[src/rtl/bounded_set_table_core_defines.svh]
// Assertion macros used by the file that checks its own logic.
`ifndef BOUNDED_SET_TABLE_CORE_DEFINES_SVH
`define BOUNDED_SET_TABLE_CORE_DEFINES_SVH

// Same-cycle implication, checked outside reset.
`define BST_ASSERT_NOW(lbl, clk, rstn, ante, cons, msg) \
    lbl: assert property (@(posedge clk) disable iff (!(rstn)) (ante) |-> (cons)) \
        else $error(msg);

// Next-cycle implication, checked outside reset.
`define BST_ASSERT_NEXT(lbl, clk, rstn, ante, cons, msg) \
    lbl: assert property (@(posedge clk) disable iff (!(rstn)) (ante) |=> (cons)) \
        else $error(msg);

`endif

[src/rtl/bst_pkg.sv]
package bst_pkg;

    localparam int CAPACITY_DEF = 8;

    localparam int CMD_W    = 2;
    localparam int VALUE_W  = 32;
    localparam int POS_W    = 3;
    localparam int STATUS_W = 2;
    localparam int COUNT_W  = 4;

    localparam int IN_TDATA_W  = 40;
    localparam int OUT_TDATA_W = 8;

    localparam logic [CMD_W-1:0] CMD_QUERY  = 2'd0;
    localparam logic [CMD_W-1:0] CMD_INSERT = 2'd1;
    localparam logic [CMD_W-1:0] CMD_REMOVE = 2'd2;

    localparam logic [STATUS_W-1:0] ST_DONE  = 2'd0;
    localparam logic [STATUS_W-1:0] ST_DUP   = 2'd1;
    localparam logic [STATUS_W-1:0] ST_FULL  = 2'd2;
    localparam logic [STATUS_W-1:0] ST_RANGE = 2'd3;

    // Per-cycle command broadcast to every cell of the row.
    typedef struct packed {
        logic             ins;
        logic             rem;
        logic [POS_W-1:0] pos;
    } t_cell_ctl;

endpackage

[src/rtl/bst_cell.sv]
// One slot of the table. It compares its entry against the request value
// and either keeps its entry, takes the new value, or takes its upper
// neighbor's entry when a remove closes the gap below it.
module bst_cell import bst_pkg::*; #(
    parameter int IDX = 0,
    parameter int CW  = 4
) (
    input  logic               i_clk,
    input  t_cell_ctl          i_ctl,
    input  logic [CW-1:0]      i_count,
    input  logic [VALUE_W-1:0] i_value,
    input  logic [VALUE_W-1:0] i_next,
    output logic [VALUE_W-1:0] o_data,
    output logic               o_hit
);

    localparam logic [31:0] MY_IDX  = 32'(IDX);
    localparam logic [31:0] NXT_IDX = 32'(IDX + 1);

    logic [VALUE_W-1:0] r_data;
    logic [VALUE_W-1:0] n_data;
    logic [31:0]        cnt32;
    logic [31:0]        pos32;
    logic               take_new;
    logic               take_next;

    assign cnt32 = 32'(i_count);
    assign pos32 = 32'(i_ctl.pos);

    assign take_new  = i_ctl.ins && (MY_IDX == cnt32);
    assign take_next = i_ctl.rem && (MY_IDX >= pos32) && (NXT_IDX < cnt32);

    always_comb begin
        if (take_new) begin
            n_data = i_value;
        end else if (take_next) begin
            n_data = i_next;
        end else begin
            n_data = r_data;
        end
    end

    always_ff @(posedge i_clk) begin
        r_data <= n_data;
    end

    assign o_data = r_data;
    assign o_hit  = (MY_IDX < cnt32) && (r_data == i_value);

endmodule

[src/rtl/bounded_set_table_core.sv]
// Bounded set table: a packed table of up to CAPACITY distinct signed
// 32-bit values and their count. Each request on the input stream is a
// query, an insert or a remove by position (command code 3 acts as a
// query), and it produces exactly one response on the output stream with
// the found flag (value present before the request), a status code (done,
// duplicate ignored, table full, position out of range) and the count
// after the request, taken modulo 16. The table is a row of cells, one per
// entry; every cell compares its entry against the request value in
// parallel, and a remove shifts each later entry down by one place in the
// same cycle. Each request gets a registered response, and requests are
// taken back to back; the only thing that holds the input is a response
// still waiting in the output register. Entry contents need no reset,
// since only entries below the count are ever compared or shifted, and
// those were all written first.
module bounded_set_table_core import bst_pkg::*; #(
    parameter int CAPACITY = CAPACITY_DEF
) (
    input  logic                   i_clk,
    input  logic                   i_rst_n,
    input  logic                   i_s_axis_tvalid,
    output logic                   o_s_axis_tready,
    // [1:0] cmd, [33:2] value, [36:34] position, [39:37] zero
    input  logic [IN_TDATA_W-1:0]  i_s_axis_tdata,
    output logic                   o_m_axis_tvalid,
    input  logic                   i_m_axis_tready,
    // [0] found, [2:1] status, [6:3] count, [7] zero
    output logic [OUT_TDATA_W-1:0] o_m_axis_tdata
);

`include "bounded_set_table_core_defines.svh"

    // Count width: enough to hold CAPACITY itself.
    localparam int CW = $clog2(CAPACITY + 1);

    // Request fields.
    logic [CMD_W-1:0]   req_cmd;
    logic [VALUE_W-1:0] req_value;
    logic [POS_W-1:0]   req_pos;

    assign req_cmd   = i_s_axis_tdata[CMD_W-1:0];
    assign req_value = i_s_axis_tdata[CMD_W+VALUE_W-1:CMD_W];
    assign req_pos   = i_s_axis_tdata[CMD_W+VALUE_W+POS_W-1:CMD_W+VALUE_W];

    logic req_acc;
    assign o_s_axis_tready = !o_m_axis_tvalid || i_m_axis_tready;
    assign req_acc         = i_s_axis_tvalid && o_s_axis_tready;

    // Occupancy counter.
    logic [CW-1:0] r_count;
    logic [CW-1:0] n_count;

    // Row of cells.
    logic [VALUE_W-1:0] cell_data [CAPACITY];
    logic [CAPACITY-1:0] cell_hit;
    t_cell_ctl           ctl;
    logic                found;

    // Decision for the current request.
    logic [STATUS_W-1:0] n_status;
    logic                do_ins;
    logic                do_rem;
    logic                is_full;
    logic                pos_bad;

    assign found   = |cell_hit;
    assign is_full = (r_count == CW'(CAPACITY));
    assign pos_bad = (32'(req_pos) >= 32'(r_count));

    always_comb begin
        n_status = ST_DONE;
        do_ins   = 1'b0;
        do_rem   = 1'b0;
        case (req_cmd)
            CMD_INSERT: begin
                if (found) begin
                    n_status = ST_DUP;
                end else if (is_full) begin
                    n_status = ST_FULL;
                end else begin
                    do_ins = 1'b1;
                end
            end
            CMD_REMOVE: begin
                if (pos_bad) begin
                    n_status = ST_RANGE;
                end else begin
                    do_rem = 1'b1;
                end
            end
            default: begin
                n_status = ST_DONE;
            end
        endcase
    end

    // Cells only see a change when the request is actually accepted.
    assign ctl.ins = req_acc && do_ins;
    assign ctl.rem = req_acc && do_rem;
    assign ctl.pos = req_pos;

    always_comb begin
        if (ctl.ins) begin
            n_count = r_count + CW'(1);
        end else if (ctl.rem) begin
            n_count = r_count - CW'(1);
        end else begin
            n_count = r_count;
        end
    end

    genvar g;
    generate
        for (g = 0; g < CAPACITY; g++) begin : g_cell
            // The top cell has no upper neighbor; it never shifts, so it is
            // fed its own entry.
            logic [VALUE_W-1:0] next_data;
            if (g == CAPACITY - 1) begin : g_top
                assign next_data = cell_data[g];
            end else begin : g_mid
                assign next_data = cell_data[g+1];
            end

            bst_cell #(
                .IDX (g),
                .CW  (CW)
            ) u_cell (
                .i_clk   (i_clk),
                .i_ctl   (ctl),
                .i_count (r_count),
                .i_value (req_value),
                .i_next  (next_data),
                .o_data  (cell_data[g]),
                .o_hit   (cell_hit[g])
            );
        end
    endgenerate

    // Response register.
    logic                r_out_valid;
    logic                r_found;
    logic [STATUS_W-1:0] r_status;
    logic [COUNT_W-1:0]  r_count_out;
    logic [CW+COUNT_W-1:0] count_ext;

    assign count_ext = {{COUNT_W{1'b0}}, n_count};

    always_ff @(posedge i_clk) begin
        if (!i_rst_n) begin
            r_count     <= '0;
            r_out_valid <= 1'b0;
        end else begin
            r_count <= n_count;
            if (req_acc) begin
                r_out_valid <= 1'b1;
            end else if (i_m_axis_tready) begin
                r_out_valid <= 1'b0;
            end
        end
    end

    always_ff @(posedge i_clk) begin
        if (req_acc) begin
            r_found     <= found;
            r_status    <= n_status;
            r_count_out <= count_ext[COUNT_W-1:0];
        end
    end

    assign o_m_axis_tvalid = r_out_valid;
    assign o_m_axis_tdata  = {1'b0, r_count_out, r_status, r_found};

    // The count never runs past the table size.
    `BST_ASSERT_NOW(a_count_bound, i_clk, i_rst_n, 1'b1, r_count <= CW'(CAPACITY), "count above capacity")

    // A successful insert grows the table by exactly one entry.
    `BST_ASSERT_NEXT(a_ins_grows, i_clk, i_rst_n, ctl.ins, r_count == $past(r_count) + CW'(1), "insert did not grow count")

    // A duplicate status is only ever reported for a value that was found.
    `BST_ASSERT_NOW(a_dup_found, i_clk, i_rst_n, r_out_valid && (r_status == ST_DUP), r_found, "duplicate without hit")

    // A rejected request leaves the count untouched.
    `BST_ASSERT_NEXT(a_reject_hold, i_clk, i_rst_n, req_acc && (n_status != ST_DONE), r_count == $past(r_count), "rejected request changed count")

endmodule

[config.mk]
export PLATFORM = sky130hd
export DESIGN_NAME = bounded_set_table_core
export DESIGN_NICKNAME = d
export VERILOG_FILES = /design/src/rtl/bst_pkg.sv /design/src/rtl/bst_cell.sv /design/src/rtl/bounded_set_table_core.sv
export VERILOG_INCLUDE_DIRS = /design/src /design/src/rtl
export SDC_FILE = /design/constraint.sdc
export NUM_CORES = 1
export LEC_CHECK = 0
export BUFFER_PORTS_ARGS = -buffer_cell sky130_fd_sc_hd__buf_2
export CORE_AREA = 4 4 201 203
export CTS_BUF_LIST = sky130_fd_sc_hd__clkbuf_4
export CTS_CLUSTER_DIAMETER = 60
export CTS_CLUSTER_SIZE = 10
export DETAILED_ROUTE_END_ITERATION = 10
export DIE_AREA = 0 0 205 207
export GPL_TIMING_DRIVEN = 0
export PLACE_DENSITY = 0.65
export SLEW_MARGIN = 25
export SYNTH_ARGS = -nofsm -noshare
export SYNTH_HDL_FRONTEND = slang
export SYNTH_SLANG_ARGS = --single-unit
[constraint.sdc]
create_clock -name i_clk -period 7.8 [get_ports i_clk]
set_clock_uncertainty 0.2 [all_clocks]
set_input_delay 0.78 -clock i_clk [delete_from_list [all_inputs] [get_ports i_clk]]
set_output_delay 0.78 -clock i_clk [all_outputs]
set_load 0.02 [all_outputs]
After elaboration in Yosys (flattened, before gate mapping)
Index checks and enable logic that the tools add are counted.
{"block": "word_totals", "regBits": 268, "latch_bits": 0, "ram_bits": 0, "mem_bits_ro": 0, "input_bits": 44, "out_inout_bits": 10, "word_cells": 121, "mem_count": 0}
{"block": "op_classes", "add_sub_neg": 2, "mul": 0, "div_mod_pow": 0, "magnitude_cmp": 16, "eq_ne": 18, "n_shift": 0, "mux": 27, "bitwise_logic": 0, "reduce_logical": 45}
{"op": "32-bit 2-to-1 mux", "n": 14}
{"op": "32-bit equality test", "n": 8}
{"op": "1-bit logical AND", "n": 33}
{"op": "32-bit zero test", "n": 1}
{"op": "3-bit by 4-bit equality test with 1-bit output, first input constant", "n": 4}
{"op": "3-bit by 4-bit < comparator with 1-bit output, first input constant", "n": 4}
{"op": "2-bit nonzero test", "n": 8}
{"op": "3-bit greater-or-equal comparator, first input constant", "n": 3}
{"op": "2-bit by 4-bit equality test with 1-bit output, first input constant", "n": 2}
{"op": "1-bit by 4-bit < comparator with 1-bit output, first input constant", "n": 2}
{"op": "2-bit by 4-bit < comparator with 1-bit output, first input constant", "n": 2}
{"op": "4-bit 2-to-1 mux", "n": 2}
{"op": "8-bit OR reduction", "n": 1}
{"op": "1-bit 2-to-1 mux", "n": 7}
{"op": "1-bit by 3-bit greater-or-equal comparator with 1-bit output, first input constant", "n": 2}
{"op": "2-bit by 3-bit greater-or-equal comparator with 1-bit output, first input constant", "n": 2}
{"op": "2-bit 2-to-1 mux", "n": 3}
{"op": "4-bit by 1-bit adder with 4-bit output, second input constant", "n": 1}
{"op": "1-bit by 4-bit equality test with 1-bit output, first input constant", "n": 1}
{"op": "4-bit equality test, second input constant", "n": 1}
{"op": "3-bit by 4-bit greater-or-equal comparator with 1-bit output", "n": 1}
{"op": "2-bit case mux with 2 select lines", "n": 1}
{"op": "4-bit by 1-bit subtractor with 4-bit output, second input constant", "n": 1}
{"op": "2-bit by 1-bit equality test with 1-bit output, second input constant", "n": 1}
{"op": "other kinds (3)", "n": 3}

Logic depth before layout (Yosys ltp)
{"block": "depth", "ltp_word": 8, "ltp_mapped": 13, "ltp_nobuf": 10}

Modules after synthesis
From an unflattened synthesis, not the netlist that was laid out.
{"block": "hier_totals", "cells_unflattened": 1014, "hier_area_um2": 15748.9}
{"mod": "bst_cell (g_cell[3].u_cell ...)", "instances": 2, "cells_per_inst": 117, "area_per_inst_um2": 1865.5}
{"mod": "bst_cell (g_cell[1].u_cell)", "instances": 1, "cells_per_inst": 117, "area_per_inst_um2": 1896.8}
{"mod": "bst_cell (g_cell[7].u_cell)", "instances": 1, "cells_per_inst": 117, "area_per_inst_um2": 1888.1}
{"mod": "bst_cell (g_cell[6].u_cell)", "instances": 1, "cells_per_inst": 116, "area_per_inst_um2": 1871.8}
{"mod": "bst_cell (g_cell[2].u_cell)", "instances": 1, "cells_per_inst": 117, "area_per_inst_um2": 1866.8}
{"mod": "bst_cell (g_cell[5].u_cell)", "instances": 1, "cells_per_inst": 118, "area_per_inst_um2": 1865.5}
{"mod": "bst_cell (g_cell[0].u_cell)", "instances": 1, "cells_per_inst": 115, "area_per_inst_um2": 1859.3}
{"mod": "bounded_set_table_core", "instances": 1, "cells_per_inst": 80, "area_per_inst_um2": 769.5}

Least setup slack after synthesis
No wires, ideal clock.
{"block": "synth_path", "path_kind": "in2reg", "start": "input port i_s_axis_tdata[34]", "end": "register g_cell[0].u_cell.r_data[0], enable pin", "t_arrival_ps": 5279, "required_ps": 7089, "slack_ps": 1811, "stages": 8, "path_buffers": 0, "path_cell_list": "inv_1 > ha_1 > nand2b_1 > a21o_1 > a21oi_1 > nor2_1 > or3_1 > o41ai_1"}
{"block": "synth_between", "elab_chain_len": 7, "word_cells_on_any_way": 8, "cone_classes": "order compare (2); mux (2); reduce/logical (4)"}
{"item": "start, declared", "line_no": "bounded_set_table_core.sv:23", "text": "input logic [IN_TDATA_W-1:0] i_s_axis_tdata,"}
{"item": "3-bit by 4-bit greater-or-equal comparator with 1-bit output", "line_no": "bounded_set_table_core.sv:67", "text": "assign pos_bad = (32'(req_pos) >= 32'(r_count));"}
{"item": "1-bit 2-to-1 mux", "line_no": "bounded_set_table_core.sv:84", "text": "if (pos_bad) begin"}
{"item": "1-bit 2-to-1 mux", "line_no": "bounded_set_table_core.sv:73", "text": "case (req_cmd)"}
{"item": "1-bit logical AND", "line_no": "bounded_set_table_core.sv:98", "text": "assign ctl.rem = req_acc && do_rem;"}
{"item": "1-bit logical AND (*) (2 in a row)", "line_no": "bst_cell.sv:31", "text": "assign take_next = i_ctl.rem && (MY_IDX >= pos32) && (NXT_IDX < cnt32);"}
{"item": "2-bit nonzero test (no line) (*)"}
{"item": "end signal, assigned", "line_no": "bst_cell.sv:44", "text": "r_data <= n_data;"}
{"item": "end, declared", "line_no": "bst_cell.sv:20", "text": "logic [VALUE_W-1:0] r_data;"}
Every way passes the cells marked *; elsewhere a longest branch is shown, timed or not.
A chain may end at the register's enable or synchronous reset.

Final worst setup path
{"block": "layout_path", "start": "register g_cell[7].u_cell.r_data[24]", "end": "register g_cell[5].u_cell.r_data[8], enable pin"}
{"block": "layout_between", "elab_chain_len": 8}
{"item": "start, declared", "line_no": "bst_cell.sv:20"}
{"item": "start signal, assigned", "line_no": "bst_cell.sv:44"}
{"item": "32-bit equality test", "line_no": "bst_cell.sv:48", "text": "assign o_hit = (MY_IDX < cnt32) && (r_data == i_value);"}
{"item": "1-bit logical AND", "line_no": "bst_cell.sv:48"}
{"item": "8-bit OR reduction", "line_no": "bounded_set_table_core.sv:65", "text": "assign found = |cell_hit;"}
{"item": "1-bit 2-to-1 mux", "line_no": "bounded_set_table_core.sv:75", "text": "if (found) begin"}
{"item": "1-bit 2-to-1 mux", "line_no": "bounded_set_table_core.sv:73"}
{"item": "1-bit logical AND", "line_no": "bounded_set_table_core.sv:97", "text": "assign ctl.ins = req_acc && do_ins;"}
{"item": "1-bit logical AND", "line_no": "bst_cell.sv:30", "text": "assign take_new = i_ctl.ins && (MY_IDX == cnt32);"}
{"item": "2-bit nonzero test (no line)"}
{"item": "end signal, assigned", "line_no": "bst_cell.sv:44"}
{"item": "end, declared", "line_no": "bst_cell.sv:20"}
Every way passes these cells.

==> metrics.csv <==
metric;value;unit
crit end category;register;
unrepaired setup endpoints after global routing;no;
antenna violations before repair;2;
sw frac;25.9;%
grt ovf;0;
Synth Area in XOR/XNOR;14.8;%
Root Driver;clkbuf_4;
Worst slew margin;38.0;%
compound-cell area share of the yosys netlist;1.24;%
FF+latch count, synth;268;
routability congestion estimate from global placement;1.00;
WL per Instance;25.4;um
clock share of power;28.6;%
simple-gate share of the synthesized area;5.73;%
drt drc;0;
Yosys Warn Count;0;
vias in the first global route;8892;
post-CTS sizing;0;
CORE AREA;38500;um^2
Main synth FF type;edfxtp_1;
Worst-Margin Slew;0.921;ns
Mean Syn Cell Area;15.0;um^2
Syn-to-layout area delta;10.3;%
worst skew pair latency;0.68;ns
die width;205;um
pwr/cell area;154;nW/um^2
crit path kind;register to register;
total power;2.60;mW
Final Critical Period;4.47;ns
first drt pass iteration count;7;
area of the multi-input gates;6420;um^2
final core utilization;44.0;%
Seq/Total Area, Yosys;52.1;%
Hold Path Class;input port to register;
post-CTS setup buffer count;0;
Flop pwr share;60.8;%
Switch Pwr;674;uW
Overall Global Routing Usage;19.7;%
Peak supply drop;0.0000718;V
Peak Freq;0.224;GHz
final setup TNS;0;ns
Routed Antenna Nets;0;
Final HPWL DP;33.0;mm
largest family of logic cells by synthesized area;multiplexers;
outcome;complete, no violations;
Port Buffers;49;
io pins;54;
Gate power share;10.6;%
endpoints failing setup;0;
Lkg Pwr;6.06;nW
FP Rows;72;
Starting Density;39.9;%
post-synth cell types;52;
Internal Power;1.93;mW
clock tree buffer depth;3;
share of post-route cells with drive strength above 1;40.3;%
Post-synth EDFFs;263;
Final #Nets;1187;
share of synthesized flip-flops with an asynchronous set or reset;0;%
syn nets;1080;
initial DRC count;769;
WL final;42.3;mm
Reg clk slew, reported paths;0.12;ns
CP Data Arrival Time;4.66;ns
Final Hold Fails;0;
CTS tree;built;
Vias;8715;
crit-path max FO;20;
Synth Cell Area;15400;um^2
Mapped Cells;1027;
adder-cell share of the synthesized area;0.733;%
Max Cap Viol;0;
overall die height;207;um
die area;42400;um^2
cts hold-fix bufs;0;
Clock Sink Count;268;
pin count of the biggest net entering global routing;22;
Sequential Area;8000;um^2
Via density;5.23;
Pins Over Slew Limit;0;
CP required;7.99;ns
fillcell total;3492;
Final period util;57.4;%
CTS H-tree depth;2;
total CTS buffers;34;
first-pass GRT wire length;61.1;mm
mux cell area share after synthesis;18.9;%
Setup crit start kind;register;
## cells in the mapped netlist, types with 2 or more instances
cell type	n	area share [%]
inv_1	8	0.20
nand2b_1	3	0.12
buf_12	9	1.2
a2111oi_0	2	0.11
mux2_4	87	8.5
o21ai_0	3	0.098
nor2_1	8	0.20
nor2_4	2	0.15
dfxtp_1	5	0.65
edfxtp_1	263	51
nor3_1	14	0.46
nand4_2	2	0.16
nand3_2	4	0.26
xnor2_1	160	9.1
nor3b_1	3	0.15
o31ai_1	2	0.098
xor2_1	97	5.5
a21oi_1	7	0.23
o21a_1	2	0.098
mux2_2	137	10
or4_1	2	0.098
nand4_1	44	1.8
nand3_1	8	0.26
nand3_4	3	0.34
buf_6	42	3.1
ha_1	9	0.73
mux2i_1	4	0.26
nor4_1	23	0.94
nand2_1	14	0.34
buf_4	38	1.9
## metrics by stage
| step | instance area (um^2) | cells | hold slack (ns) | worst slack, ns |
|---|---|---|---|---|
| 2_1_floorplan | 15400 | 1027 | 0.372 | 1.81 |
| 3_3_place_gp | 16300 | 1594 | 0.302 | -0.882 |
| 3_5_place_dp | 16600 | 1616 | 0.329 | 2.67 |
| 4_1_cts | 16900 | 1663 | 0.0740 | 3.31 |
| 5_1_grt | 16900 | 1664 | 0.0759 | 3.17 |
| 6_report | 16900 | 1665 | 0.112 | 3.33 |
## final cells by class
cell class | count | area share (%)
inverters | 9 | 0.199
multi-input cells | 658 | 37.9
diodes | 2 | 0.0295
repair buffers | 71 | 3.07
plain buffers | 92 | 5.74
clock buffers | 40 | 1.77
well taps | 518 | 3.83
flip-flops and latches | 268 | 47.2
clock inverters | 7 | 0.222
## critical path: stages (launching register included)
cell and delay, ns:
edfxtp_1 0.43, xnor2_1 0.37, nand4_1 0.28, nor4_1 0.49
nand4_1 0.46, o41ai_4 0.54, nor4_4 0.14, nand4_2 0.28
buf_4 0.33, nand2_2 0.34, buf_12 0.29
## cell families (layout without fill, tap and decap cells)
| family | Yosys count | count (layout) |
|---|---|---|
| flops | 268 | 268 |
| buf+inv | 101 | 219 |
| simple gates | 137 | 137 |
| compound gates | 24 | 24 |
| mux | 229 | 229 |
| fa+ha+maj | 9 | 9 |
| other cells | 1 | 3 |
| xor+xnor | 258 | 258 |
## routing by layer
metal | share of wire (%) | up-vias | global-route usage (%)
met3 | 5.9 | 66 | 3.11
met4 | 3.5 | 2 | 6.33
met5 | 0.047 | - | 0
li1 | - | 3976 | -
met1 | 45 | 4381 | 28.0
met2 | 46 | 290 | 30.9
## flip-flops by register name, indices dropped and copies added (netlist names)
signal / count
o_m_axis_tvalid: 1
r_count: 4
r_count_out: 4
r_found: 1
g_cell.u_cell.o_data: 256
r_status: 2
## power groups by stage
| stage | Sequential, mW | Combinational (mW) | Clock (mW) |
|---|---|---|---|
| after floorplan | 1.62 | 0.174 | 0 |
| after global placement | 1.62 | 0.269 | 0 |
| after detailed placement | 1.62 | 0.274 | 0 |
| after CTS | 1.58 | 0.276 | 0.761 |
| after global routing | 1.58 | 0.292 | 0.823 |
| final | 1.58 | 0.276 | 0.744 |
## path summary, 6_finish.rpt
check                                         end  slack (ns)  cells past startpoint                             startpoint
max reg2reg  g_cell[5].u_cell.o_data[8]$_DFFE_PP_        3.33                     10  g_cell[7].u_cell.o_data[24]$_DFFE_PP_
max          g_cell[5].u_cell.o_data[8]$_DFFE_PP_        3.33                     10  g_cell[7].u_cell.o_data[24]$_DFFE_PP_
min          g_cell[7].u_cell.o_data[7]$_DFFE_PP_        0.11                      1                      i_s_axis_tdata[9]
min reg2reg          o_m_axis_tvalid$_SDFFE_PN0P_        0.33                      2           o_m_axis_tvalid$_SDFFE_PN0P_
## cells in the final DEF (no fill, tap or decap), types with 4 or more instances in the layout
master,count
edfxtp_1,263
xnor2_1,160
mux2_2,137
xor2_1,97
mux2_4,87
buf_2,55
buf_6,46
nand4_1,44
buf_4,44
clkbuf_4,40
nor4_1,23
nor3_1,13
nand2_1,12
buf_12,10
ha_1,9
inv_1,8
nand3_1,8
nor2_1,8
a21oi_1,7
dfxtp_1,5
nand3_2,4
mux2i_1,4
buf_16,4
(Power assumes the default switching activity.)
